$ cat src/rtl/core/knnhc_pkg.sv
`timescale 1ns / 1ps
// ----------------------------------------------------------------------------
// knnhc_pkg
// Shared sizes, codes and types of the histogram nearest-neighbor classifier.
// ----------------------------------------------------------------------------
package knnhc_pkg;

  localparam int BINS       = 256;
  localparam int NEIGHBOURS = 3;
  localparam int COUNT_BITS = 16;

  localparam int IDX_W   = 8;
  localparam int VALUE_W = 16;
  localparam int DIST_W  = 40;

  // the bin index port is 8 bits, so at most 256 query bins can be addressed
  localparam int QDEPTH = (BINS < (1 << IDX_W)) ? BINS : (1 << IDX_W);
  localparam int QA_W   = (QDEPTH > 1) ? $clog2(QDEPTH) : 1;

  localparam int PROD_W = 2 * COUNT_BITS;
  localparam int SUM_W  = ((PROD_W > DIST_W) ? PROD_W : DIST_W) + 1;

  localparam int FILL_W = $clog2(NEIGHBOURS + 1);
  localparam int NIDX_W = (NEIGHBOURS > 1) ? $clog2(NEIGHBOURS) : 1;

  localparam logic [DIST_W-1:0] DIST_MAX = '1;

  typedef enum logic [1:0] {
    OP_QUERY  = 2'd0,
    OP_TRAIN  = 2'd1,
    OP_FINISH = 2'd2,
    OP_NONE   = 2'd3
  } op_t;

  typedef enum logic [2:0] {
    S_IDLE,
    S_MUL,
    S_ACC,
    S_INS,
    S_VOTE,
    S_WAIT
  } top_state_t;

  typedef enum logic [2:0] {
    N_IDLE,
    N_FAR,
    N_REPL,
    N_NEAR,
    N_VOTE
  } nbr_state_t;

  typedef struct packed {
    logic mul;
    logic acc;
    logic add_en;
    logic clr;
  } dist_ctrl_t;

  typedef struct packed {
    logic ins;
    logic vote;
    logic label;
    logic qcls;
  } nbr_cmd_t;

  typedef struct packed {
    logic busy;
    logic res_valid;
    logic predicted;
    logic decided;
    logic keep;
  } nbr_stat_t;

  function automatic logic bin_in_range(input logic [IDX_W-1:0] idx);
    return int'(idx) < BINS;
  endfunction

endpackage

$ cat src/rtl/core/knnhc_qmem.sv
`timescale 1ns / 1ps
// ----------------------------------------------------------------------------
// knnhc_qmem
// Query histogram store, one write or one registered read per cycle.
// ----------------------------------------------------------------------------
module knnhc_qmem (
  input  logic                              clk,
  input  logic                              we,
  input  logic                              re,
  input  logic [knnhc_pkg::QA_W-1:0]        addr,
  input  logic [knnhc_pkg::COUNT_BITS-1:0]  wdata,
  output logic [knnhc_pkg::COUNT_BITS-1:0]  rdata
);
  import knnhc_pkg::*;

  logic [COUNT_BITS-1:0] mem [QDEPTH];

  always_ff @(posedge clk) begin
    if (we) begin
      mem[addr] <= wdata;
    end
    if (re) begin
      rdata <= mem[addr];
    end
  end

endmodule

$ cat config.mk
export PLATFORM = sky130hd
export DESIGN_NAME = knnhc_qmem
export DESIGN_NICKNAME = d
export VERILOG_FILES = /design/src/rtl/core/knnhc_pkg.sv /design/src/rtl/core/knnhc_qmem.sv
export SDC_FILE = /design/constraint.sdc
export NUM_CORES = 2
export LEC_CHECK = 0
export BUFFER_PORTS_ARGS = -buffer_cell sky130_fd_sc_hd__buf_2
export CAP_MARGIN = 20
export CORE_MARGIN = 2
export CORE_UTILIZATION = 45
export DETAILED_ROUTE_END_ITERATION = 7
export SYNTH_ARGS = -nofsm -noshare
export SYNTH_HDL_FRONTEND = slang
export SYNTH_SLANG_ARGS = --single-unit
$ cat constraint.sdc
create_clock -name clk -period 3.34 [get_ports clk]
set_clock_uncertainty 0.2 [all_clocks]
set_input_delay 0.167 -clock clk [delete_from_list [all_inputs] [get_ports clk]]
set_output_delay 0.167 -clock clk [all_outputs]
set_load 0.1 [all_outputs]
-- Word level (Yosys, flattened, before mapping)
Memory sizes are Yosys's and may differ from the RTL's. A register that Yosys moved wholly into a read port is not among the register bits.
Index checks and enable logic that the tools add are counted.
- flip-flop bits (word level): 0
- bits in latches: 0
- RAM bits: 4096
- bits in read-only memories: 0
- input bits: 27
- output and inout port bits: 16
- word-level logic and storage cells: 3
- memories: 1
- memories (memory ; words ; bits a word ; read ports ; clocked after memory_dff ; wr ports ; RTL line ; source):
    mem ; 256 ; 16 ; 1 ; 1 ; 1 ; knnhc_qmem.sv:16 ; logic [COUNT_BITS-1:0] mem [QDEPTH];
- add/sub/neg operators: 0
- multiply operators: 0
- divide/modulo/power cells: 0
- $lt $le $gt $ge: 0
- eq/ne operators: 0
- shifts and indexed selects: 0
- multiplexer cells: 2
- bitwise operators: 0
- reduce and logical (&&, ||, !) cells: 0
- operators by type and width (operator ; number):
    2-to-1 mux 1 bit ; 2

-- Logic depth before layout (Yosys ltp)
- word-level depth: 2
- mapped depth: 10
- gate-level depth less buffers: 5

-- Worst setup path before layout
OpenSTA, ideal clock, no wires.
- path kind: input to register
- from: input port addr[0] in the netlist's numbering
- to: memory mem[145][0] (enable)
- library setup time: 409 ps
- arrival: 2456 ps
- required time: 2731 ps
- path slack: 275 ps
- stages: 7
- buffers on the path: 5
- cell sequence: clkbuf_1 > buf_6 > clkbuf_1 > buf_2 > nand2b_1 > clkbuf_1 > nor3_1
- RTL lines (what ; RTL line ; source):
    from (decl) ; knnhc_qmem.sv:10 ; input logic [knnhc_pkg::QA_W-1:0] addr,
    to (decl) ; knnhc_qmem.sv:16 ;
Straight into the memory's write port.

==> flow_summary.toml <==
[run_status]
outcome = "finished, final reports clean"

[sta]
finalMaxSlewViolations = 0
setup_total_negative_slack_ns = 0
setup-violations-final = 0
timing_worst_slew_pin_value_ns = 1.31
max_freq_mhz = 314
rsz0062_at_grt = "no"
maxSlewHeadroom_pct = 12.7
timing.final.crit_period_ns = 3.19
finalCritPeriodShare_pct = 95.4
final_hold_viol_count = 0

[cells_and_area]
area_growth_pct = 18.1
finalCoreUtilization_pct = 53.5
seqCellArea_sq_mm = 0.123
num-nets-final = 7728
area_used_by_multi_input_combinational_logic_sq_mm = 0.0307
layout.filler_cells = 25800
final_area_sq_mm = 0.184
fraction_of_layout_instances_using_a_drive_strength_above_1_pct = 33.1

[synthesis]
yosysMostFrequentCell = "sky130_fd_sc_hd__edfxtp_1"
proportion_of_synthesized_chip_area_in_sequential_cells_pct = 79.4
most_used_dff_post_synth = "sky130_fd_sc_hd__edfxtp_1"
yosys-top-cells-count = "sky130_fd_sc_hd__edfxtp_1 (4112), sky130_fd_sc_hd__mux4_2 (1024), sky130_fd_sc_hd__a22oi_1 (512)"
netlist.area_leader.share_pct = 79.4
synth-async-reset-ratio_pct = 0
synth_enable_flop_cells = 4112
synthesis.nets = 6754
synthCells = 6727
yosys.area.top_type = "sky130_fd_sc_hd__edfxtp_1"
yosys_register_bits = 4112
netlist_area_sq_mm = 0.156
synthesis.area_per_instance_sq_um = 23.1
synth_top_cells_by_area = "sky130_fd_sc_hd__edfxtp_1 (79%), sky130_fd_sc_hd__mux4_2 (15%), sky130_fd_sc_hd__a22oi_1 (2.5%), sky130_fd_sc_hd__a21oi_1 (0.82%), sky130_fd_sc_hd__clkbuf_1 (0.60%)"
synth-warning-count = 0
netlist-cell-type-count = 21

[drt]
drt_first_iter_violations = 10700
detail_route.wl_per_cell_um = 33.1
vias = 77100
viasPerCell = 6.12
drc = 0
detail_route.first_pass.iterations = 7
detail-route-antenna-nets = 0
route.final.wire_length_mm = 417

[clock_tree]
worstSkewPairLatency_ns = 0.99
htree_num_levels = 5
cts_num_sinks = 4112
cts_made_buffers = 413
cts_repair_resize_count = 0
clock_tree_root_driver_cell = "sky130_fd_sc_hd__clkbuf_16"
clk_pin_slew_worst_paths_ns = 0.06
cts_max_path_buffers = 4
cts_tree = "built"

[placement]
io_buffers = 42
gp_routability_congestion = 0.847
dp_hpwl_mm = 254
placed_area_sq_mm = 0.170

[setup_path]
crit_slowest_cell = "sky130_fd_sc_hd__o41ai_1"
timing.critical_path.from_type = "flip-flop"
critPathBufInv = 1
cp_slowest_stage_delay_ns = 0.91
critPathTopFamily = "compound AO/OA/AOI/OAI gates"
cp_cell_sequence = "mux4_2 > a22oi_1 > a21oi_1 > o41ai_1 > buf_4 > nand4_1"
cp_max_fo = 1
worstPathRequired_ns = 3.85
critPathArrivalTime_ns = 3.70
crit_path_end_kind = "flip-flop"
path_class = "flip-flop to flip-flop"

[global_route]
via_count_of_the_first_global_routing_pass = 77300
grt_remaining_overflow = 0
grt_max_degree = 126
grt_antenna_before_repair = 31
grtUsageTotal_pct = 23.7
grt_pass1_wl_mm = 590

[power_and_ir_drop]
worst_ir_drop_vdd_v = 0.000472
power_per_cell_area_mw_per_mm2 = 590
total_leakage_power_nw = 57.5

[floorplanning]
floorplan.initialDensity_pct = 45.3
floorplan.die.height_um = 592
ios = 43
floorplan.die.width_um = 592
placement_rows = 215
die_area_sq_mm = 0.350
placeableCoreArea_sq_mm = 0.344

[flow_run]
timing.max_cap.violations = 0

[hold_path]
hold_path.class = "primary input to flip-flop"
==> cell type report <==
cell class / count / share of cell area, %
antenna: 11 / 0.0150
clock buffer: 499 / 5.85
clock inverter: 257 / 1.40
inverter: 1 / 0.00204
multi-input combinational: 2194 / 16.7
sequential: 4112 / 67.2
tap: 4557 / 3.10
timing repair buffer: 979 / 5.69
==> worst register-to-register path, delay by kind of cell, from the launching register on <==
family          cells  cell delay, ns
simple gates        1            0.08
buf+inv             1            0.25
mux                 1            0.46
compound gates      3            1.56
flops               1            0.36
==> sequential cells by signal, indices dropped and copies added (netlist names) <==
| signal | cells |
|---|---|
| rdata | 16 |
| mem | 4096 |
==> repair_timing <==
item | in CTS | in global routing
endpoints found under the hold margin | 4220 | 0
buffers inserted | 0 | 0
endpoints found under the setup margin | 0 | 0
hold buffers | 25 | 0
==> path summary, 6_finish.rpt <==
check	startpoint	to	slack (ns)	depth (start not counted)
setup / recovery	mem[58][13]	rdata[13]	0.15	6
hold / removal	wdata[14]	mem[118][14]	0.07	2
setup reg to reg	mem[58][13]	rdata[13]	0.15	6
hold reg to reg	mem[99][7]	rdata[7]	0.93	5
==> power breakdown <==
part | internal, W | switching (W) | leakage [nW]
registers | 0.0569 | 0.0000724 | 37.0
logic | 0.00210 | 0.00354 | 14.0
clock network | 0.0263 | 0.0195 | 6.49
==> cell families (layout without fill, tap and decap cells) <==
family                 Yosys count  count (layout)  share of synthesized area [%]
buffers and inverters          421            1736                           1.24
flip-flops                    4112            4112                           79.4
AO/OA/AOI/OAI                  832             832                           3.65
other                            0              11                              0
AND/OR/NAND/NOR                338             338                          0.906
multiplexers                  1024            1024                           14.8
==> cells in the final DEF (no fill, tap or decap), types with 32 or more instances in the layout <==
cell type                   netlist  layout
sky130_fd_sc_hd__edfxtp_1      4112    4112
sky130_fd_sc_hd__a22oi_1        512     512
sky130_fd_sc_hd__buf_12           0     232
sky130_fd_sc_hd__o41ai_2          0      32
sky130_fd_sc_hd__clkbuf_1       249      82
sky130_fd_sc_hd__nor2_1         232     202
sky130_fd_sc_hd__o41ai_1         64      32
sky130_fd_sc_hd__clkbuf_16        0     417
sky130_fd_sc_hd__clkinv_2         0      71
sky130_fd_sc_hd__buf_4           16     670
sky130_fd_sc_hd__bufinv_16        0      44
sky130_fd_sc_hd__mux4_2        1024    1024
sky130_fd_sc_hd__clkinv_1         0     106
sky130_fd_sc_hd__a21oi_1        256     256
==> stage by stage <==
step	hold WS, ns	instances	setup WS [ns]	power, W
after floorplan	0.0659	6727	0.275	0.0606
after global placement	0.433	11800	-1.93	0.0636
after detailed placement	0.443	11800	-0.726	0.0637
after CTS	0.0240	12600	0.145	0.109
after global routing	0.0882	12600	0.0737	0.111
final	0.0650	12600	0.154	0.108
==> layer usage <==
| layer | vias up | track usage (%) | wire length [um] |
|---|---|---|---|
| met5 | - | 0 | 26 |
| met4 | 4 | 6.65 | 11900 |
| met3 | 556 | 3.64 | 33800 |
| met2 | 3487 | 38.2 | 204000 |
| met1 | 42000 | 34.0 | 168000 |
| li1 | 31100 | - | - |
Power figures use the tool's default switching activity.
