<file path="src/rtl/core/knnhc_pkg.sv">
`timescale 1ns / 1ps
// ----------------------------------------------------------------------------
// knnhc_pkg
// Shared sizes, codes and types of the histogram nearest-neighbor classifier.
// ----------------------------------------------------------------------------
package knnhc_pkg;

  localparam int BINS       = 256;
  localparam int NEIGHBOURS = 3;
  localparam int COUNT_BITS = 16;

  localparam int IDX_W   = 8;
  localparam int VALUE_W = 16;
  localparam int DIST_W  = 40;

  // the bin index port is 8 bits, so at most 256 query bins can be addressed
  localparam int QDEPTH = (BINS < (1 << IDX_W)) ? BINS : (1 << IDX_W);
  localparam int QA_W   = (QDEPTH > 1) ? $clog2(QDEPTH) : 1;

  localparam int PROD_W = 2 * COUNT_BITS;
  localparam int SUM_W  = ((PROD_W > DIST_W) ? PROD_W : DIST_W) + 1;

  localparam int FILL_W = $clog2(NEIGHBOURS + 1);
  localparam int NIDX_W = (NEIGHBOURS > 1) ? $clog2(NEIGHBOURS) : 1;

  localparam logic [DIST_W-1:0] DIST_MAX = '1;

  typedef enum logic [1:0] {
    OP_QUERY  = 2'd0,
    OP_TRAIN  = 2'd1,
    OP_FINISH = 2'd2,
    OP_NONE   = 2'd3
  } op_t;

  typedef enum logic [2:0] {
    S_IDLE,
    S_MUL,
    S_ACC,
    S_INS,
    S_VOTE,
    S_WAIT
  } top_state_t;

  typedef enum logic [2:0] {
    N_IDLE,
    N_FAR,
    N_REPL,
    N_NEAR,
    N_VOTE
  } nbr_state_t;

  typedef struct packed {
    logic mul;
    logic acc;
    logic add_en;
    logic clr;
  } dist_ctrl_t;

  typedef struct packed {
    logic ins;
    logic vote;
    logic label;
    logic qcls;
  } nbr_cmd_t;

  typedef struct packed {
    logic busy;
    logic res_valid;
    logic predicted;
    logic decided;
    logic keep;
  } nbr_stat_t;

  function automatic logic bin_in_range(input logic [IDX_W-1:0] idx);
    return int'(idx) < BINS;
  endfunction

endpackage

</file>
<file path="src/rtl/core/knnhc_nbr.sv">
`timescale 1ns / 1ps
// ----------------------------------------------------------------------------
// knnhc_nbr
// Neighbor list, one shared distance comparator: append on insert, or when
// full replace the farthest entry; nearest search and majority vote on finish.
// ----------------------------------------------------------------------------
module knnhc_nbr (
  input  logic                          clk,
  input  logic                          rst,
  input  knnhc_pkg::nbr_cmd_t           cmd,
  input  logic [knnhc_pkg::DIST_W-1:0]  d,
  output knnhc_pkg::nbr_stat_t          stat
);
  import knnhc_pkg::*;

  nbr_state_t state, state_next;

  logic [DIST_W-1:0] nbr_dist [NEIGHBOURS];
  logic              lab  [NEIGHBOURS];
  logic [FILL_W-1:0] fill;
  logic [NIDX_W-1:0] ptr;
  logic [DIST_W-1:0] best_dist;
  logic [NIDX_W-1:0] best_idx;
  logic              best_label;
  logic [FILL_W-1:0] votes1;
  logic [DIST_W-1:0] d_r;
  logic              lab_r;
  logic              qcls_r;
  logic              res_valid;
  logic              pred, dec, keep;

  logic              full;
  logic [NIDX_W-1:0] fill_idx;
  logic              ptr_last;
  logic              ptr_end;
  logic [DIST_W-1:0] cmp_a, cmp_b;
  logic              lt;
  logic [FILL_W-1:0] votes0;
  logic              pred_c;

  assign full     = (fill == FILL_W'(NEIGHBOURS));
  assign fill_idx = fill[NIDX_W-1:0];
  assign ptr_last = (ptr == NIDX_W'(NEIGHBOURS - 1));
  assign ptr_end  = ((FILL_W'(ptr) + FILL_W'(1)) == fill);
  assign votes0   = fill - votes1;
  assign pred_c   = (votes1 > votes0) ? 1'b1 : (votes0 > votes1) ? 1'b0 : best_label;

  // the one comparator, its operands picked by the current step
  assign lt = (cmp_a < cmp_b);

  always_comb begin
    state_next = state;
    cmp_a      = d_r;
    cmp_b      = best_dist;
    unique case (state)
      N_IDLE: begin
        if (cmd.ins && full) begin
          state_next = (NEIGHBOURS > 1) ? N_FAR : N_REPL;
        end else if (cmd.vote && fill != '0) begin
          state_next = (fill == FILL_W'(1)) ? N_VOTE : N_NEAR;
        end
      end
      N_FAR: begin
        cmp_a = best_dist;
        cmp_b = nbr_dist[ptr];
        if (ptr_last) begin
          state_next = N_REPL;
        end
      end
      N_REPL: begin
        state_next = N_IDLE;
      end
      N_NEAR: begin
        cmp_a = nbr_dist[ptr];
        cmp_b = best_dist;
        if (ptr_end) begin
          state_next = N_VOTE;
        end
      end
      N_VOTE: begin
        state_next = N_IDLE;
      end
      default: begin
        state_next = N_IDLE;
      end
    endcase
  end

  always_ff @(posedge clk) begin
    if (rst) begin
      state     <= N_IDLE;
      fill      <= '0;
      res_valid <= 1'b0;
    end else begin
      state     <= state_next;
      res_valid <= 1'b0;
      if (state == N_IDLE && cmd.ins && !full) begin
        fill <= fill + FILL_W'(1);
      end
      if (state == N_IDLE && cmd.vote && fill == '0) begin
        res_valid <= 1'b1;
      end
      if (state == N_VOTE) begin
        res_valid <= 1'b1;
        fill      <= '0;
      end
    end
  end

  always_ff @(posedge clk) begin
    unique case (state)
      N_IDLE: begin
        if (cmd.ins) begin
          if (!full) begin
            nbr_dist[fill_idx] <= d;
            lab[fill_idx]      <= cmd.label;
          end else begin
            d_r       <= d;
            lab_r     <= cmd.label;
            best_dist <= nbr_dist[0];
            best_idx  <= '0;
            ptr       <= NIDX_W'(1);
          end
        end
        if (cmd.vote) begin
          qcls_r     <= cmd.qcls;
          best_dist  <= nbr_dist[0];
          best_label <= lab[0];
          votes1     <= FILL_W'(lab[0]);
          ptr        <= NIDX_W'(1);
          // empty list: no decision
          pred       <= 1'b0;
          dec        <= 1'b0;
          keep       <= 1'b0;
        end
      end
      N_FAR: begin
        if (lt) begin
          best_dist <= nbr_dist[ptr];
          best_idx  <= ptr;
        end
        ptr <= ptr + NIDX_W'(1);
      end
      N_REPL: begin
        // replace the farthest only if strictly nearer
        if (lt) begin
          nbr_dist[best_idx] <= d_r;
          lab[best_idx]      <= lab_r;
        end
      end
      N_NEAR: begin
        if (lt) begin
          best_dist  <= nbr_dist[ptr];
          best_label <= lab[ptr];
        end
        votes1 <= votes1 + FILL_W'(lab[ptr]);
        ptr    <= ptr + NIDX_W'(1);
      end
      N_VOTE: begin
        pred <= pred_c;
        dec  <= 1'b1;
        keep <= (pred_c == qcls_r);
      end
      default: begin
      end
    endcase
  end

  assign stat.busy      = (state != N_IDLE);
  assign stat.res_valid = res_valid;
  assign stat.predicted = pred;
  assign stat.decided   = dec;
  assign stat.keep      = keep;

endmodule
</file>
<file path="config.mk">
export PLATFORM = sky130hd
export DESIGN_NAME = knnhc_nbr
export DESIGN_NICKNAME = d
export VERILOG_FILES = /design/src/rtl/core/knnhc_pkg.sv /design/src/rtl/core/knnhc_nbr.sv
export SDC_FILE = /design/constraint.sdc
export NUM_CORES = 1
export LEC_CHECK = 0
export ABC_CLOCK_PERIOD_IN_PS = 14310
export BUFFER_PORTS_ARGS = -buffer_cell sky130_fd_sc_hd__clkbuf_2
export CAP_MARGIN = 10
export CORE_ASPECT_RATIO = 0.5
export CORE_MARGIN = 8
export CORE_UTILIZATION = 59
export DETAILED_ROUTE_END_ITERATION = 6
export MAX_ROUTING_LAYER = met4
export PLACE_DENSITY = 0.74
export SKIP_CTS_REPAIR_TIMING = 1
export SLEW_MARGIN = 10
export SYNTH_ARGS = -nofsm -noshare
export SYNTH_HDL_FRONTEND = slang
export SYNTH_SLANG_ARGS = --single-unit
</file>
<file path="constraint.sdc">
create_clock -name clk -period 14.31 [get_ports clk]
set_input_delay 2.862 -clock clk [delete_from_list [all_inputs] [get_ports clk]]
set_output_delay 2.862 -clock clk [all_outputs]
set_load 0.05 [all_outputs]
</file>
## After elaboration in Yosys (flattened, before gate mapping)

Memories as Yosys holds them, arrays and structs flattened. A register that Yosys moved wholly into a read port is not among the register bits.
Index checks and enable logic that the tools add are counted.

| word-level totals | value |
|---|---|
| bits in registers | 98 |
| bits in writable memories | 123 |
| input bits | 46 |
| memories kept | 2 |

Memory list:

| memory | depth | bits a word | read ports | clocked after Yosys merged registers in | wr ports | RTL line | text |
|---|---|---|---|---|---|---|---|
| nbr_dist | 3 | 40 | 2 | 1 | 1 | knnhc_nbr.sv:18 | `logic [DIST_W-1:0] nbr_dist [NEIGHBOURS];` |
| lab | 3 | 1 | 2 | 1 | 1 | knnhc_nbr.sv:19 | `logic lab [NEIGHBOURS];` |

| cells by class | value |
|---|---|
| add/subtract/negate cells | 4 |
| magnitude comparators | 3 |
| eq/ne operators | 20 |
| mux-type cells | 49 |
| reduce and logical (&&, ||, !) cells | 28 |

Operators by type and width:

| cell | count |
|---|---|
| $mux 40 | 6 |
| $pmux 40 s2 | 2 |
| $lt 40x40->1 | 1 |
| $reduce_or 40->1 | 1 |
| $mux 2 | 11 |
| $mux 1 | 17 |
| $mux 3 | 5 |
| $ne 2x2->1 const B | 7 |
| $pmux 2 s2 | 3 |
| $reduce_and 3->1 | 4 |
| $reduce_bool 2->1 | 5 |
| $ne 3x3->1 const B | 3 |
| $pmux 3 s3 | 1 |
| $pmux 1 s2 | 4 |
| $reduce_and 4->1 | 2 |
| $eq 3x2->1 const B | 2 |
| $logic_and 1x1->1 | 6 |
| $reduce_and 2->1 | 3 |
| $add 2x1->2 const B | 2 |
| $eq 2x2->1 const B | 2 |
| $gt 2x2->1 | 2 |
| $reduce_or 2->1 | 2 |
| $eq 3x1->1 const B | 1 |
| $eq 3x3->1 const B | 1 |
| 11 further kinds | 11 |

## Depth between registers and ports, before layout

| depth | value |
|---|---|
| word-level depth | 8 |
| mapped depth | 14 |
| depth with buffers taken out | 11 |

## Worst setup path before layout

Ideal clock, no wire load.

| timing | value |
|---|---|
| path kind | input to register |
| from | in cmd[3] (netlist name) |
| to | reg best_dist[0] (enable) |
| library setup time | 0.400 ns |
| data arrival time | 4.448 ns |
| required time | 13.910 ns |
| path slack | 9.462 ns |
| stages | 5 |
| cells stage by stage | nand2_1 -> nand2_1 -> nor2_1 -> nor3_1 -> o21a_1 |

| between the ends | value |
|---|---|
| longest elaborated chain between the ends | 2 |

RTL lines:

| element | RTL line | text |
|---|---|---|
| from (decl) | knnhc_nbr.sv:10 | `input knnhc_pkg::nbr_cmd_t cmd,` |
| $ne 3x3->1 (no line) | - |  |
| $reduce_and 4->1 (no line) | - |  |
| to (signal assigned) | knnhc_nbr.sv:120 | `best_dist <= nbr_dist[0];` |
| to (signal assigned) | knnhc_nbr.sv:127 | `best_dist <= nbr_dist[0];` |
| to (signal assigned) | knnhc_nbr.sv:139 | `best_dist <= nbr_dist[ptr];` |
| to (decl) | knnhc_nbr.sv:22 | `logic [DIST_W-1:0] best_dist;` |

No other way between the ends.
A chain may end at the register's enable or synchronous reset.

==> results.yml <==
outcome:
  status: "finished, final reports clean"
logic_synthesis:
  synth_edf_count: 215
  ys_warn_count: 0
  syn_nets: 1001
  synth.yosys.seq_area_share_pct: 59.59
  synth_ff_type: "edfxtp_1"
  synthCells: 908
  synth.ff_latch_count: 223
  synthTopCellsByArea: "edfxtp_1 58%, mux2i_1 11%, nand2_1 7.4%"
  yosysUniqueCellTypes: 43
  synth_top_area_share_pct: 58.15
  synth.largest_area_cell: "edfxtp_1"
  synth_common_cells: "219 x nand2_1, 215 x edfxtp_1, 120 x mux2i_1"
  synthArstFlopShare_pct: 0
  synth_area_um2: 11100
  avgSynthCellArea_um2: 12.23
  yosys.cell_count.top_type: "nand2_1"
timing:
  final_max_slew_viol_count: 0
  hold_violations: 0
  worst_slack_ns: 9.195
  worst_pin_slew_ns: 1.105
  tns_ns: 0
  clock-skew-final_ns: 0.01286
  rsz0062_at_grt: "false"
  max_slew_margin_pct: 26.33
  setup_viol: 0
  fmax_mhz: 195.5
  final.period_utilization_pct: 35.75
  finalCriticalPeriod_ns: 5.115
power:
  leakage_nw: 4.728
  cellPowerDensity_nw_per_um2: 221.7
  power_mw: 2.694
  ir_drop_v: 0.0001366
place:
  portBuffers: 50
  dp_hpwl_um: 13290
  post-place-ws_ns: 9.278
  gp_congestion: 0.7985
global_route:
  grt-ovfl-total: 0
  busiest_layer: "met2"
  grtUsageMet1_pct: 25.99
  use_met2_pct: 31.88
  antenna_found_initial: 0
  grt_max_degree: 84
  grtUsageMet3_pct: 2.925
  grt_pass1_wl_um: 36450
  grt_pass1_vias: 7099
  grt_use_total_pct: 19.61
final_layout:
  antennaDiodeCount: 0
  area_delta_synth_final_pct: 9.455
  nets: 1033
  drive_above_1_share_pct: 14.78
floorplanning:
  die_area_um2: 23730
  num_rows: 35
  die_x_um: 210.0
  pin_count: 51
  fp.dieH_um: 113
  core_um2: 18440
  start_util_pct: 60.22
critical_path:
  cp.required_ns: 11.45
  critical_path_arrival_ns: 2.25
  slowest_delay_ns: 0.67
  worstSetupPathType: "register to output port"
  critical_path.max_fanout: 48
  critPathBufInv: 3
  end_kind: "output port"
  critPathSlowestCell: "nor3_1"
  ff2ff_setup_slack_ns: 9.35
  worstSetupStartpointType: "register"
  worstPathCellList: "buf_4 > nor3_1 > inv_1 > clkbuf_2"
  cp_top_family: "buffers and inverters"
clock_network:
  cts_tree: "built"
  clk_latency_ns: 0.50
  h-tree-depth: 1
  clockRootBuffer: "clkbuf_16"
  numCtsBuffers: 20
  clock_sinks: 223
  cts_max_path_buffers: 3
  path_clk_slew_ns: 0.07
drt:
  drt_iter0_drc: 417
  num_vias: 6984
  routedWlPerCell_um: 18.59
  postRouteAntennaNets: 0
  drc: 0
  drt-total-wl_um: 22550
  vias_per_cell: 5.758
  firstDrtPassIters: 5
run:
  maxCapViolations: 0
min_path:
  hold_class: "register to register"
-- final cells by class --
cell class / count / area (µm²)
Clock buffer: 27 / 568.0
Clock inverter: 9 / 41.29
Fill cell: 1389 / 6284
Inverter: 13 / 48.80
Multi-Input combinational cell: 621 / 4218
Sequential cell: 223 / 6620
Tap cell: 259 / 324.1
Timing Repair Buffer: 61 / 332.8
-- routing by layer --
metal	part of all wire [%]	routed length, µm
met1	46	10430
met2	46	10470
met3	5.5	1249
met4	1.8	397
met5	0	0
-- final timing paths --
kind	startpoint	to	cells after the start
worst max-delay path	state[1]	stat[4]	4
worst min-delay path	nbr_dist[0][21]	best_dist[21]	2
worst max register to register	state[2]	best_dist[20]	10
worst min register to register	nbr_dist[0][21]	best_dist[21]	2
-- flip-flops by register name (all words and copies together), names as in the netlist, 2 cells and up, named ones only --
signal / cells
best_idx: 2
fill: 2
d_r: 40
ptr: 2
lab: 3
best_dist: 40
state: 3
nbr_dist: 120
votes1: 2
-- power breakdown --
group / internal (mW) / switching [mW] / total (mW)
clock: 0.279 / 0.233 / 0.512
sequential: 0.972 / 0.0717 / 1.04
combinational: 0.419 / 0.720 / 1.14
total: 1.67 / 1.02 / 2.69
-- cells by family (layout without fill, tap and decap cells) --
group | count (synthesis) | count (layout) | synth area share (%)
buffers and inverters | 64 | 110 | 2.614
AOI/OAI and AO/OA | 137 | 137 | 6.987
and+or+nand+nor | 268 | 268 | 9.905
xor gates and xnor gates | 8 | 8 | 0.6311
adders and majority gates | 47 | 47 | 5.296
muxes | 161 | 161 | 14.98
DFF | 223 | 223 | 59.59
-- stage by stage --
step	instances	hold slack (ns)	util [%]	instance area, µm²
floorplan	908	0.4944	-	11100
global placement	1177	0.5203	62.61	11540
detailed placement	1177	0.5317	62.61	11540
CTS	1213	0.5483	65.92	12150
global route	1213	0.5730	65.92	12150
finish	1213	0.5460	65.92	12150
-- cells in the final DEF (no fill, tap or decap), types with 8 or more instances in the layout --
cell type  count
nand2_1      219
edfxtp_1     215
mux2i_1      120
o21ai_0       90
clkbuf_2      50
ha_1          47
mux2_2        40
clkbuf_16     21
a21oi_1       15
nor2_1        14
inv_1         13
buf_4         11
nand4_1        8
a21o_1         8
-- worst reg2reg max path, delay by kind of cell (launching register included) --
family          cells  cell delay (ns)
compound gates      4             1.61
buf+inv             1             0.68
simple gates        4             1.48
fa+ha+maj           1             0.35
flops               1             0.42
(Power assumes the default switching activity.)
