**config.mk**
```make
export PLATFORM = sky130hd
export DESIGN_NAME = knnhc_dist
export DESIGN_NICKNAME = d
export VERILOG_FILES = /design/src/rtl/core/knnhc_pkg.sv /design/src/rtl/core/knnhc_dist.sv
export SDC_FILE = /design/constraint.sdc
export NUM_CORES = 1
export LEC_CHECK = 0
export BUFFER_PORTS_ARGS = -buffer_cell sky130_fd_sc_hd__buf_2
export CORE_MARGIN = 2
export CORE_UTILIZATION = 50
export DETAILED_ROUTE_END_ITERATION = 10
export MAX_ROUTING_LAYER = met4
export PLACE_DENSITY = 0.68
export SYNTH_ARGS = -nofsm -noshare
export SYNTH_HDL_FRONTEND = slang
export SYNTH_SLANG_ARGS = --single-unit
export TNS_END_PERCENT = 100
```
**constraint.sdc**
```tcl
create_clock -name clk -period 10.3 [get_ports clk]
set_input_delay 0.515 -clock clk [delete_from_list [all_inputs] [get_ports clk]]
set_output_delay 0.515 -clock clk [all_outputs]
set_load 0.02 [all_outputs]
```
**src/rtl/core/knnhc_pkg.sv**
```systemverilog
`timescale 1ns / 1ps
// ----------------------------------------------------------------------------
// knnhc_pkg
// Shared sizes, codes and types of the histogram nearest-neighbor classifier.
// ----------------------------------------------------------------------------
package knnhc_pkg;

  localparam int BINS       = 256;
  localparam int NEIGHBOURS = 3;
  localparam int COUNT_BITS = 16;

  localparam int IDX_W   = 8;
  localparam int VALUE_W = 16;
  localparam int DIST_W  = 40;

  // the bin index port is 8 bits, so at most 256 query bins can be addressed
  localparam int QDEPTH = (BINS < (1 << IDX_W)) ? BINS : (1 << IDX_W);
  localparam int QA_W   = (QDEPTH > 1) ? $clog2(QDEPTH) : 1;

  localparam int PROD_W = 2 * COUNT_BITS;
  localparam int SUM_W  = ((PROD_W > DIST_W) ? PROD_W : DIST_W) + 1;

  localparam int FILL_W = $clog2(NEIGHBOURS + 1);
  localparam int NIDX_W = (NEIGHBOURS > 1) ? $clog2(NEIGHBOURS) : 1;

  localparam logic [DIST_W-1:0] DIST_MAX = '1;

  typedef enum logic [1:0] {
    OP_QUERY  = 2'd0,
    OP_TRAIN  = 2'd1,
    OP_FINISH = 2'd2,
    OP_NONE   = 2'd3
  } op_t;

  typedef enum logic [2:0] {
    S_IDLE,
    S_MUL,
    S_ACC,
    S_INS,
    S_VOTE,
    S_WAIT
  } top_state_t;

  typedef enum logic [2:0] {
    N_IDLE,
    N_FAR,
    N_REPL,
    N_NEAR,
    N_VOTE
  } nbr_state_t;

  typedef struct packed {
    logic mul;
    logic acc;
    logic add_en;
    logic clr;
  } dist_ctrl_t;

  typedef struct packed {
    logic ins;
    logic vote;
    logic label;
    logic qcls;
  } nbr_cmd_t;

  typedef struct packed {
    logic busy;
    logic res_valid;
    logic predicted;
    logic decided;
    logic keep;
  } nbr_stat_t;

  function automatic logic bin_in_range(input logic [IDX_W-1:0] idx);
    return int'(idx) < BINS;
  endfunction

endpackage

```
**src/rtl/core/knnhc_dist.sv**
```systemverilog
`timescale 1ns / 1ps
// ----------------------------------------------------------------------------
// knnhc_dist
// Squared bin difference and saturating distance accumulator.
// ----------------------------------------------------------------------------
module knnhc_dist (
  input  logic                              clk,
  input  logic                              rst,
  input  knnhc_pkg::dist_ctrl_t             ctrl,
  input  logic [knnhc_pkg::COUNT_BITS-1:0]  q_bin,
  input  logic [knnhc_pkg::COUNT_BITS-1:0]  t_bin,
  output logic [knnhc_pkg::DIST_W-1:0]      sum
);
  import knnhc_pkg::*;

  logic [COUNT_BITS-1:0] diff;
  logic [PROD_W-1:0]     prod;
  logic [SUM_W-1:0]      acc_wide;
  logic [DIST_W-1:0]     acc_sat;

  assign diff     = (q_bin >= t_bin) ? q_bin - t_bin : t_bin - q_bin;
  assign acc_wide = SUM_W'(sum) + SUM_W'(prod);
  assign acc_sat  = (acc_wide > SUM_W'(DIST_MAX)) ? DIST_MAX : acc_wide[DIST_W-1:0];

  always_ff @(posedge clk) begin
    if (ctrl.mul) begin
      prod <= PROD_W'(diff) * PROD_W'(diff);
    end
  end

  always_ff @(posedge clk) begin
    if (rst) begin
      sum <= '0;
    end else if (ctrl.clr) begin
      sum <= '0;
    end else if (ctrl.acc && ctrl.add_en) begin
      sum <= acc_sat;
    end
  end

endmodule

```
# Yosys cells after proc, flatten, opt, wreduce, memory -nomap -nowiden
# Index checks and enable logic that the tools add are counted.
# totals
regBits,72
in_bits,38
out_inout_bits,40
word_cells,12
# op_classes
n_addsub,3
n_mul,1
order_cmp,2
muxes,2
n_reduce_logical,2
# op_table
op,count
40-bit by 32-bit adder with 41-bit output,1
41-bit by 40-bit greater-than comparator with 1-bit output (second input constant),1
40-bit two-way mux,1
16-bit by 16-bit multiplier with 32-bit output,1
16-bit subtractor,2
16-bit greater-or-equal comparator,1
16-bit two-way mux,1
2-bit OR reduction,1
1-bit logical AND,1

# Logic depth before layout (Yosys ltp)
# Gate-level depths: netlist of run 1.
# depth
word_depth,3
depth_mapped,39
ltp_nobuf,37

# Worst setup path after synthesis of run 1
# No wires, ideal clock.
# synth_timing
path_kind,input port to flip-flop
start,input q_bin[9] in the netlist's numbering
end,"register prod[28], data pin"
setup_ps,260
arrival_ps,8311
t_required_ps,10040
setup_slack_ps,1729
stages,32
path_buffers,2
path_cell_list,inv_1 -> ha_1 -> buf_2 -> nand4_1 -> nor4_2 -> o21bai_1 -> a31oi_2 -> buf_6 -> mux2_2 -> xnor2_1 -> nor2_1 -> fa_1 -> inv_1 -> fa_1 -> inv_1 -> fa_1 -> fa_1 -> fa_1 -> inv_1 -> fa_1 -> inv_1 -> ha_1 -> a21o_1 -> a21o_1 -> a21o_1 -> a21o_1 -> a221oi_1 -> o21a_1 -> nor3_1 -> or3_1 -> a21oi_1 -> xnor2_1
# synth_via
elab_chain_len,3
word_cells_on_any_way,5
classes_between,2 x add/sub; 1 x mul; 1 x order compare; 1 x mux
# synth_rtl
element,line_no,source
start: declaration,knnhc_dist.sv:10,"input logic [knnhc_pkg::COUNT_BITS-1:0] q_bin,"
16-bit subtractor or 16-bit greater-or-equal comparator (tied branches),knnhc_dist.sv:21,assign diff = (q_bin >= t_bin) ? q_bin - t_bin : t_bin - q_bin;
16-bit two-way mux (*),knnhc_dist.sv:21,
16-bit by 16-bit multiplier with 32-bit output (*),knnhc_dist.sv:27,prod <= PROD_W'(diff) * PROD_W'(diff);
end signal: assignment,knnhc_dist.sv:27,
end: declaration,knnhc_dist.sv:17,logic [PROD_W-1:0] prod;
# Mark *: on every way between the ends. The rest lies on a longest branch, timed or not.
# A chain may end at the register's enable or synchronous reset.

# Final worst setup path of run 1
# layout_timing
start,input q_bin[5] in the netlist's numbering
end,"register prod[28], data pin"
# The elaborated chain is that of the path after synthesis.

==> flow_summary.ini, run 1 <==
[logic_synthesis]
yosysUniqueCellTypes = 68
synthTopCellsByArea = fa_1 (26%), ha_1 (16%), inv_1 (8.6%)
netlist_instances = 1483
synth-async-reset-ratio_pct = 0
synth_edf_count = 31
synth_ff_type = dfxtp_1
synth_warnings = 0
syn_area_um2 = 12800
ys_ff_latch = 71
synth.top_cell.area_share_pct = 26.0
syn-num-nets = 1849
syn_avg_cell_area_um2 = 8.61
yosysSeqAreaShare_pct = 13.6
yosysTopAreaCell = fa_1

[critical_path]
reg2reg_depth = 10
cp-endpoint = prod[28]$_DFFE_PP_
cp-start-kind = primary input
worstSetupPathDepth = 30
path_delay_family = adder cells
cp_common_cell = fa_1
crit_type = in -> reg
path_max_fanout = 14
slowest_delay_ns = 0.99
rr_startpoint = prod[4]$_DFFE_PP_
crit_path_end_kind = flop
rrSetupSlack_ns = 6.64
crit_path_top_delay_cell = xnor2_1
startpoint = q_bin[5]
critPathBufInv = 6
reg2reg_to = sum[21]$_SDFFE_PP0P_
worstPathArrival_ns = 9.27
required_ns = 10.37

[floorplanning]
core_area_um2 = 25100
io_pins = 78
fp.dieH_um = 164
rows = 58
dieArea_um2 = 26800
start_util_pct = 50.9
die_w_um = 164

[clocking]
root_buffer = clkbuf_16
cts_resized = 0
htree_levels = 3
cts_buffers = 9
holdBufCountCts = 0
clk_pin_slew_ns = 0.05
cts_tree = built
postCtsSetupBuffers = 0
insertion_delay_ns = 0.33
cts.path.max_buffers = 2
clock-sinks = 71

[timing]
finClkSkew_ns = 0.00858
post-route-period-util_pct = 89.3
tightest_slew_ns = 1.27
finalHoldViolations = 0
min_period_ns = 9.19
maxSlewHeadroom_pct = 14.9
fmax_mhz = 109
setup_ws_ns = 1.11
slew_viol_final = 0
tns_ns = 0
rsz0062_at_grt = false
setup_viol = 0

[flow_run]
timing.max_cap.violations = 0

[grt]
use_met2_pct = 36.7
overflow = 0
grt_pass1_vias = 10132
antenna_found_initial = 0
grt_max_degree = 56
grt_util_met1_pct = 29.9
track_usage_pct = 22.3
top_usage_layer = met2
grt_pass1_wl_um = 47600
met3_usage_pct = 1.52

[drt]
drt_iter0_drc = 650
routed_wl_um = 28200
routedWlPerCell_um = 15.0
drc = 0
drtAntennaViolNets = 0
dr_total_vias = 10121
firstDrtPassIters = 8
viasPerCell = 5.38

[final_layout]
final_layout_size_suffix_gt1_share_pct = 8.77
diodes = 0
utilization_pct = 54.9
final_common_cell = inv_1
nets = 1913
syn_to_final_growth_pct = 7.84
final_cell_mix = inv_1 (291), fa_1 (166), ha_1 (162), nor2_1 (117), nand2_1 (106)

[placed_design]
routabilityCongestion = 0.921
portBuffers = 77
hpwl_um = 23600
pre_cts_ws_ns = 0.771

[min_path]
hp-class = reg -> reg

[run_status]
outcome = finished, final reports clean
==> flip-flops by register name (all words and copies together), names as in the netlist <==
signal	count
prod	31
sum	40
==> how the worst min path moves through the flow <==
stage	startpoint	end	slack, ns	cells past startpoint
2_1_floorplan	sum[33]$_SDFFE_PP0P_	sum[33]$_SDFFE_PP0P_	0.58	2
3_3_place_gp	sum[33]$_SDFFE_PP0P_	sum[33]$_SDFFE_PP0P_	0.50	2
3_5_place_dp	sum[33]$_SDFFE_PP0P_	sum[33]$_SDFFE_PP0P_	0.52	2
4_1_cts	sum[33]$_SDFFE_PP0P_	sum[33]$_SDFFE_PP0P_	0.53	2
5_1_grt	rst	sum[39]$_SDFFE_PP0P_	0.57	3
6_report	sum[33]$_SDFFE_PP0P_	sum[33]$_SDFFE_PP0P_	0.53	2
==> area by class of cell <==
| cell class | count | area [µm²] |
|---|---|---|
| clock buffers | 14 | 264 |
| clock inverters | 1 | 5.00 |
| fillers | 2365 | 11300 |
| inverters | 298 | 1120 |
| multi-input cells | 1072 | 9720 |
| flip-flops and latches | 71 | 1730 |
| well taps | 330 | 413 |
| repair buffers | 95 | 520 |
==> cell families after synthesis <==
family / count (synthesis) / share of synthesized area (%)
buffers and inverters: 340 / 10.3
multiplexers: 11 / 0.891
AND/OR/NAND/NOR: 321 / 11.2
AO/OA/AOI/OAI: 330 / 16.4
XOR/XNOR: 82 / 5.68
flip-flops: 71 / 13.6
adder cells (fa/ha/maj): 328 / 41.9
==> synth_stat cells, types with 3 or more instances <==
cell,n
a211o_1,3
a211oi_1,11
a21o_1,52
a21oi_1,93
a221oi_1,4
a31o_2,3
a31oi_1,30
and2_1,10
and3_1,9
and4_1,4
buf_2,11
buf_6,3
clkbuf_1,26
dfxtp_1,40
edfxtp_1,31
fa_1,166
ha_1,162
inv_1,291
inv_2,5
mux2_2,3
mux2i_1,8
nand2_1,106
nand2b_1,11
nand3_1,24
nand4_1,14
nor2_1,117
nor2b_1,5
nor3_1,7
o21a_1,14
o21ai_0,74
o21ai_1,3
o21bai_1,8
o31a_1,4
o31ai_1,4
or2_2,7
xnor2_1,48
xor2_1,33
==> worst min-delay path, stage by stage (launching register included) <==
cell     delay [ns]
dfxtp_1        0.34
nand3_1        0.07
o21ai_0        0.07
==> layer usage <==
layer  part of all wire, %  vias up
li1                      -     5003
met1                    46     4783
met2                    47      284
met3                   4.6       51
met4                   2.5        0
met5                     0        -
==> through the flow <==
stage	cells	hold WS, ns	instance area, µm²
5_1_grt	1881	0.566	13800
2_1_floorplan	1483	0.579	12800
3_3_place_gp	1866	0.499	13500
6_report	1881	0.529	13800
3_5_place_dp	1866	0.517	13500
4_1_cts	1881	0.531	13800
Power of run 1 is left out: the tool's default activity adds up to more than one toggle a clock period on the data nets, which glitch-free logic cannot reach.
==> run 2, diff against run 1 <==
--- a/config.mk
+++ b/config.mk
@@ -5,12 +5,13 @@
 export SDC_FILE = /design/constraint.sdc
 export NUM_CORES = 1
 export LEC_CHECK = 0
+export ABC_AREA = 1
 export BUFFER_PORTS_ARGS = -buffer_cell sky130_fd_sc_hd__buf_2
 export CORE_MARGIN = 2
 export CORE_UTILIZATION = 50
 export DETAILED_ROUTE_END_ITERATION = 10
 export MAX_ROUTING_LAYER = met4
-export PLACE_DENSITY = 0.68
+export PLACE_DENSITY = 0.66
 export SYNTH_ARGS = -nofsm -noshare
 export SYNTH_HDL_FRONTEND = slang
 export SYNTH_SLANG_ARGS = --single-unit
==> flow_summary.ini, run 2 <==
[drt]
routed_wl_um = 40400
routedWlPerCell_um = 15.6
viasPerCell = 5.11
drc = 0
firstDrtPassIters = 5
dr_total_vias = 13217
drt_iter0_drc = 834
drtAntennaViolNets = 0

[clocking]
postCtsSetupBuffers = 0
cts.path.max_buffers = 2
cts_resized = 0
insertion_delay_ns = 0.36
cts_tree = built
root_buffer = clkbuf_16
clock-sinks = 71
htree_levels = 3
holdBufCountCts = 0
clk_pin_slew_ns = 0.07
cts_buffers = 9

[grt]
overflow = 0
grt_pass1_wl_um = 67200
grt_max_degree = 65
antenna_found_initial = 0
grt_pass1_vias = 13512
track_usage_pct = 28.1

[final_layout]
final_cells = 2587
syn_to_final_growth_pct = 6.69
largest_reg_flops = 40
utilization_pct = 54.5
final_cell_mix = nand2_1 (569), inv_1 (489), nor2_1 (198), fa_1 (166), ha_1 (162)
regMostFlops = sum
nets = 2564
top_regs = sum (40), prod (31)
diodes = 0
final_layout_size_suffix_gt1_share_pct = 7.94
final_common_cell = nand2_1

[logic_synthesis]
syn-num-nets = 2506
synth-async-reset-ratio_pct = 0
synthTopCellsByArea = fa_1 (23%), nand2_1 (15%), ha_1 (14%)
synth.top_cell.area_share_pct = 22.6
synth_edf_count = 31
netlist_instances = 2140
ys_ff_latch = 71
yosysSeqAreaShare_pct = 11.8
yosysTopAreaCell = fa_1
yosys-top-cells-count = nand2_1 (569), inv_1 (489), nor2_1 (199), fa_1 (166), ha_1 (162)
yosysUniqueCellTypes = 44
synth_ff_type = dfxtp_1
yosysMostFrequentCell = nand2_1
syn_area_um2 = 14700
syn_avg_cell_area_um2 = 6.88
synth_warnings = 0

[floorplanning]
start_util_pct = 51.0
core_area_um2 = 28900
dieArea_um2 = 30800
fp.dieH_um = 176
rows = 62
die_w_um = 176
io_pins = 78

[timing]
fmax_mhz = 118
min_period_ns = 8.45
tightest_slew_ns = 1.20
slew_viol_final = 0
finalHoldViolations = 0
tns_ns = 0
maxSlewHeadroom_pct = 19.7
setup_viol = 0
post-route-period-util_pct = 82.0
rsz0062_at_grt = false
finClkSkew_ns = 0.0165

[critical_path]
crit_path_end_kind = flop
cp-start-kind = primary input
crit_type = in -> reg
crit_path_top_delay_cell = xor2_2
critPathBufInv = 7
slowest_delay_ns = 0.93
path_delay_family = adder cells
path_max_fanout = 18
worstPathArrival_ns = 8.55
required_ns = 10.40

[placed_design]
portBuffers = 77
routabilityCongestion = 0.962
hpwl_um = 34700
placed_cells = 2571

[min_path]
hp-class = reg -> reg

[run_status]
outcome = finished, final reports clean

[flow_run]
timing.max_cap.violations = 0
==> run 2: cells by family (layout without fill, tap and decap cells) <==
family          count (synthesis)  count (layout)  synth area share, %
simple gates                  936             936                 26.5
buf+inv                       546             609                 14.4
fa+ha+maj                     328             328                 36.3
compound gates                195             195                 7.22
flops                          71              71                 11.8
xor+xnor                       64              64                 3.86
==> run 2: worst paths after layout <==
check / from / endpoint / slack, ns / cells past startpoint
min reg2reg: sum[4]$_SDFFE_PP0P_ / sum[4]$_SDFFE_PP0P_ / 0.56 / 2
max: q_bin[10] / prod[22]$_DFFE_PP_ / 1.85 / 31
max reg2reg: prod[0]$_DFFE_PP_ / sum[25]$_SDFFE_PP0P_ / 6.98 / 14
min: sum[4]$_SDFFE_PP0P_ / sum[4]$_SDFFE_PP0P_ / 0.56 / 2
==> run 2: final cells by class <==
class                   count  area [µm²]
fillers                  2973       13100
multi-input cells        1523       10900
inverters                 514        1930
flip-flops and latches     71        1730
well taps                 384         480
repair buffers             79         400
clock buffers               9         225
clock inverters             7        63.8
==> run 2: per-layer routing <==
metal	vias up	GRT usage (%)	share of wire (%)
li1	6575	-	-
met1	6306	35.3	44
met2	289	49.6	50
met3	47	2.19	3.7
met4	0	6.06	1.7
met5	-	-	0
==> run 2: worst reg2reg max path, cell delays in order, from the launching register on <==
cell and delay [ns]:
edfxtp_1 0.44, ha_1 0.26, ha_1 0.26, nand3_1 0.11
nand3_1 0.17, nand2_1 0.11, nand3_1 0.16, nand2_1 0.11
nand2_1 0.13, nand2_1 0.11, nand2_1 0.13, nand2_2 0.35
nand2_2 0.38, a21oi_1 0.41, nor2_1 0.07
==> run 2: stage by stage <==
| step | area [µm²] | hold slack (ns) | setup slack [ns] |
|---|---|---|---|
| after floorplan | 14700 | 0.543 | 3.32 |
| after global placement | 15400 | 0.537 | 1.60 |
| after detailed placement | 15400 | 0.548 | 1.56 |
| after CTS | 15700 | 0.563 | 1.92 |
| after global routing | 15700 | 0.601 | 1.45 |
| final | 15700 | 0.563 | 1.85 |
Power of run 2 is left out for the same reason.
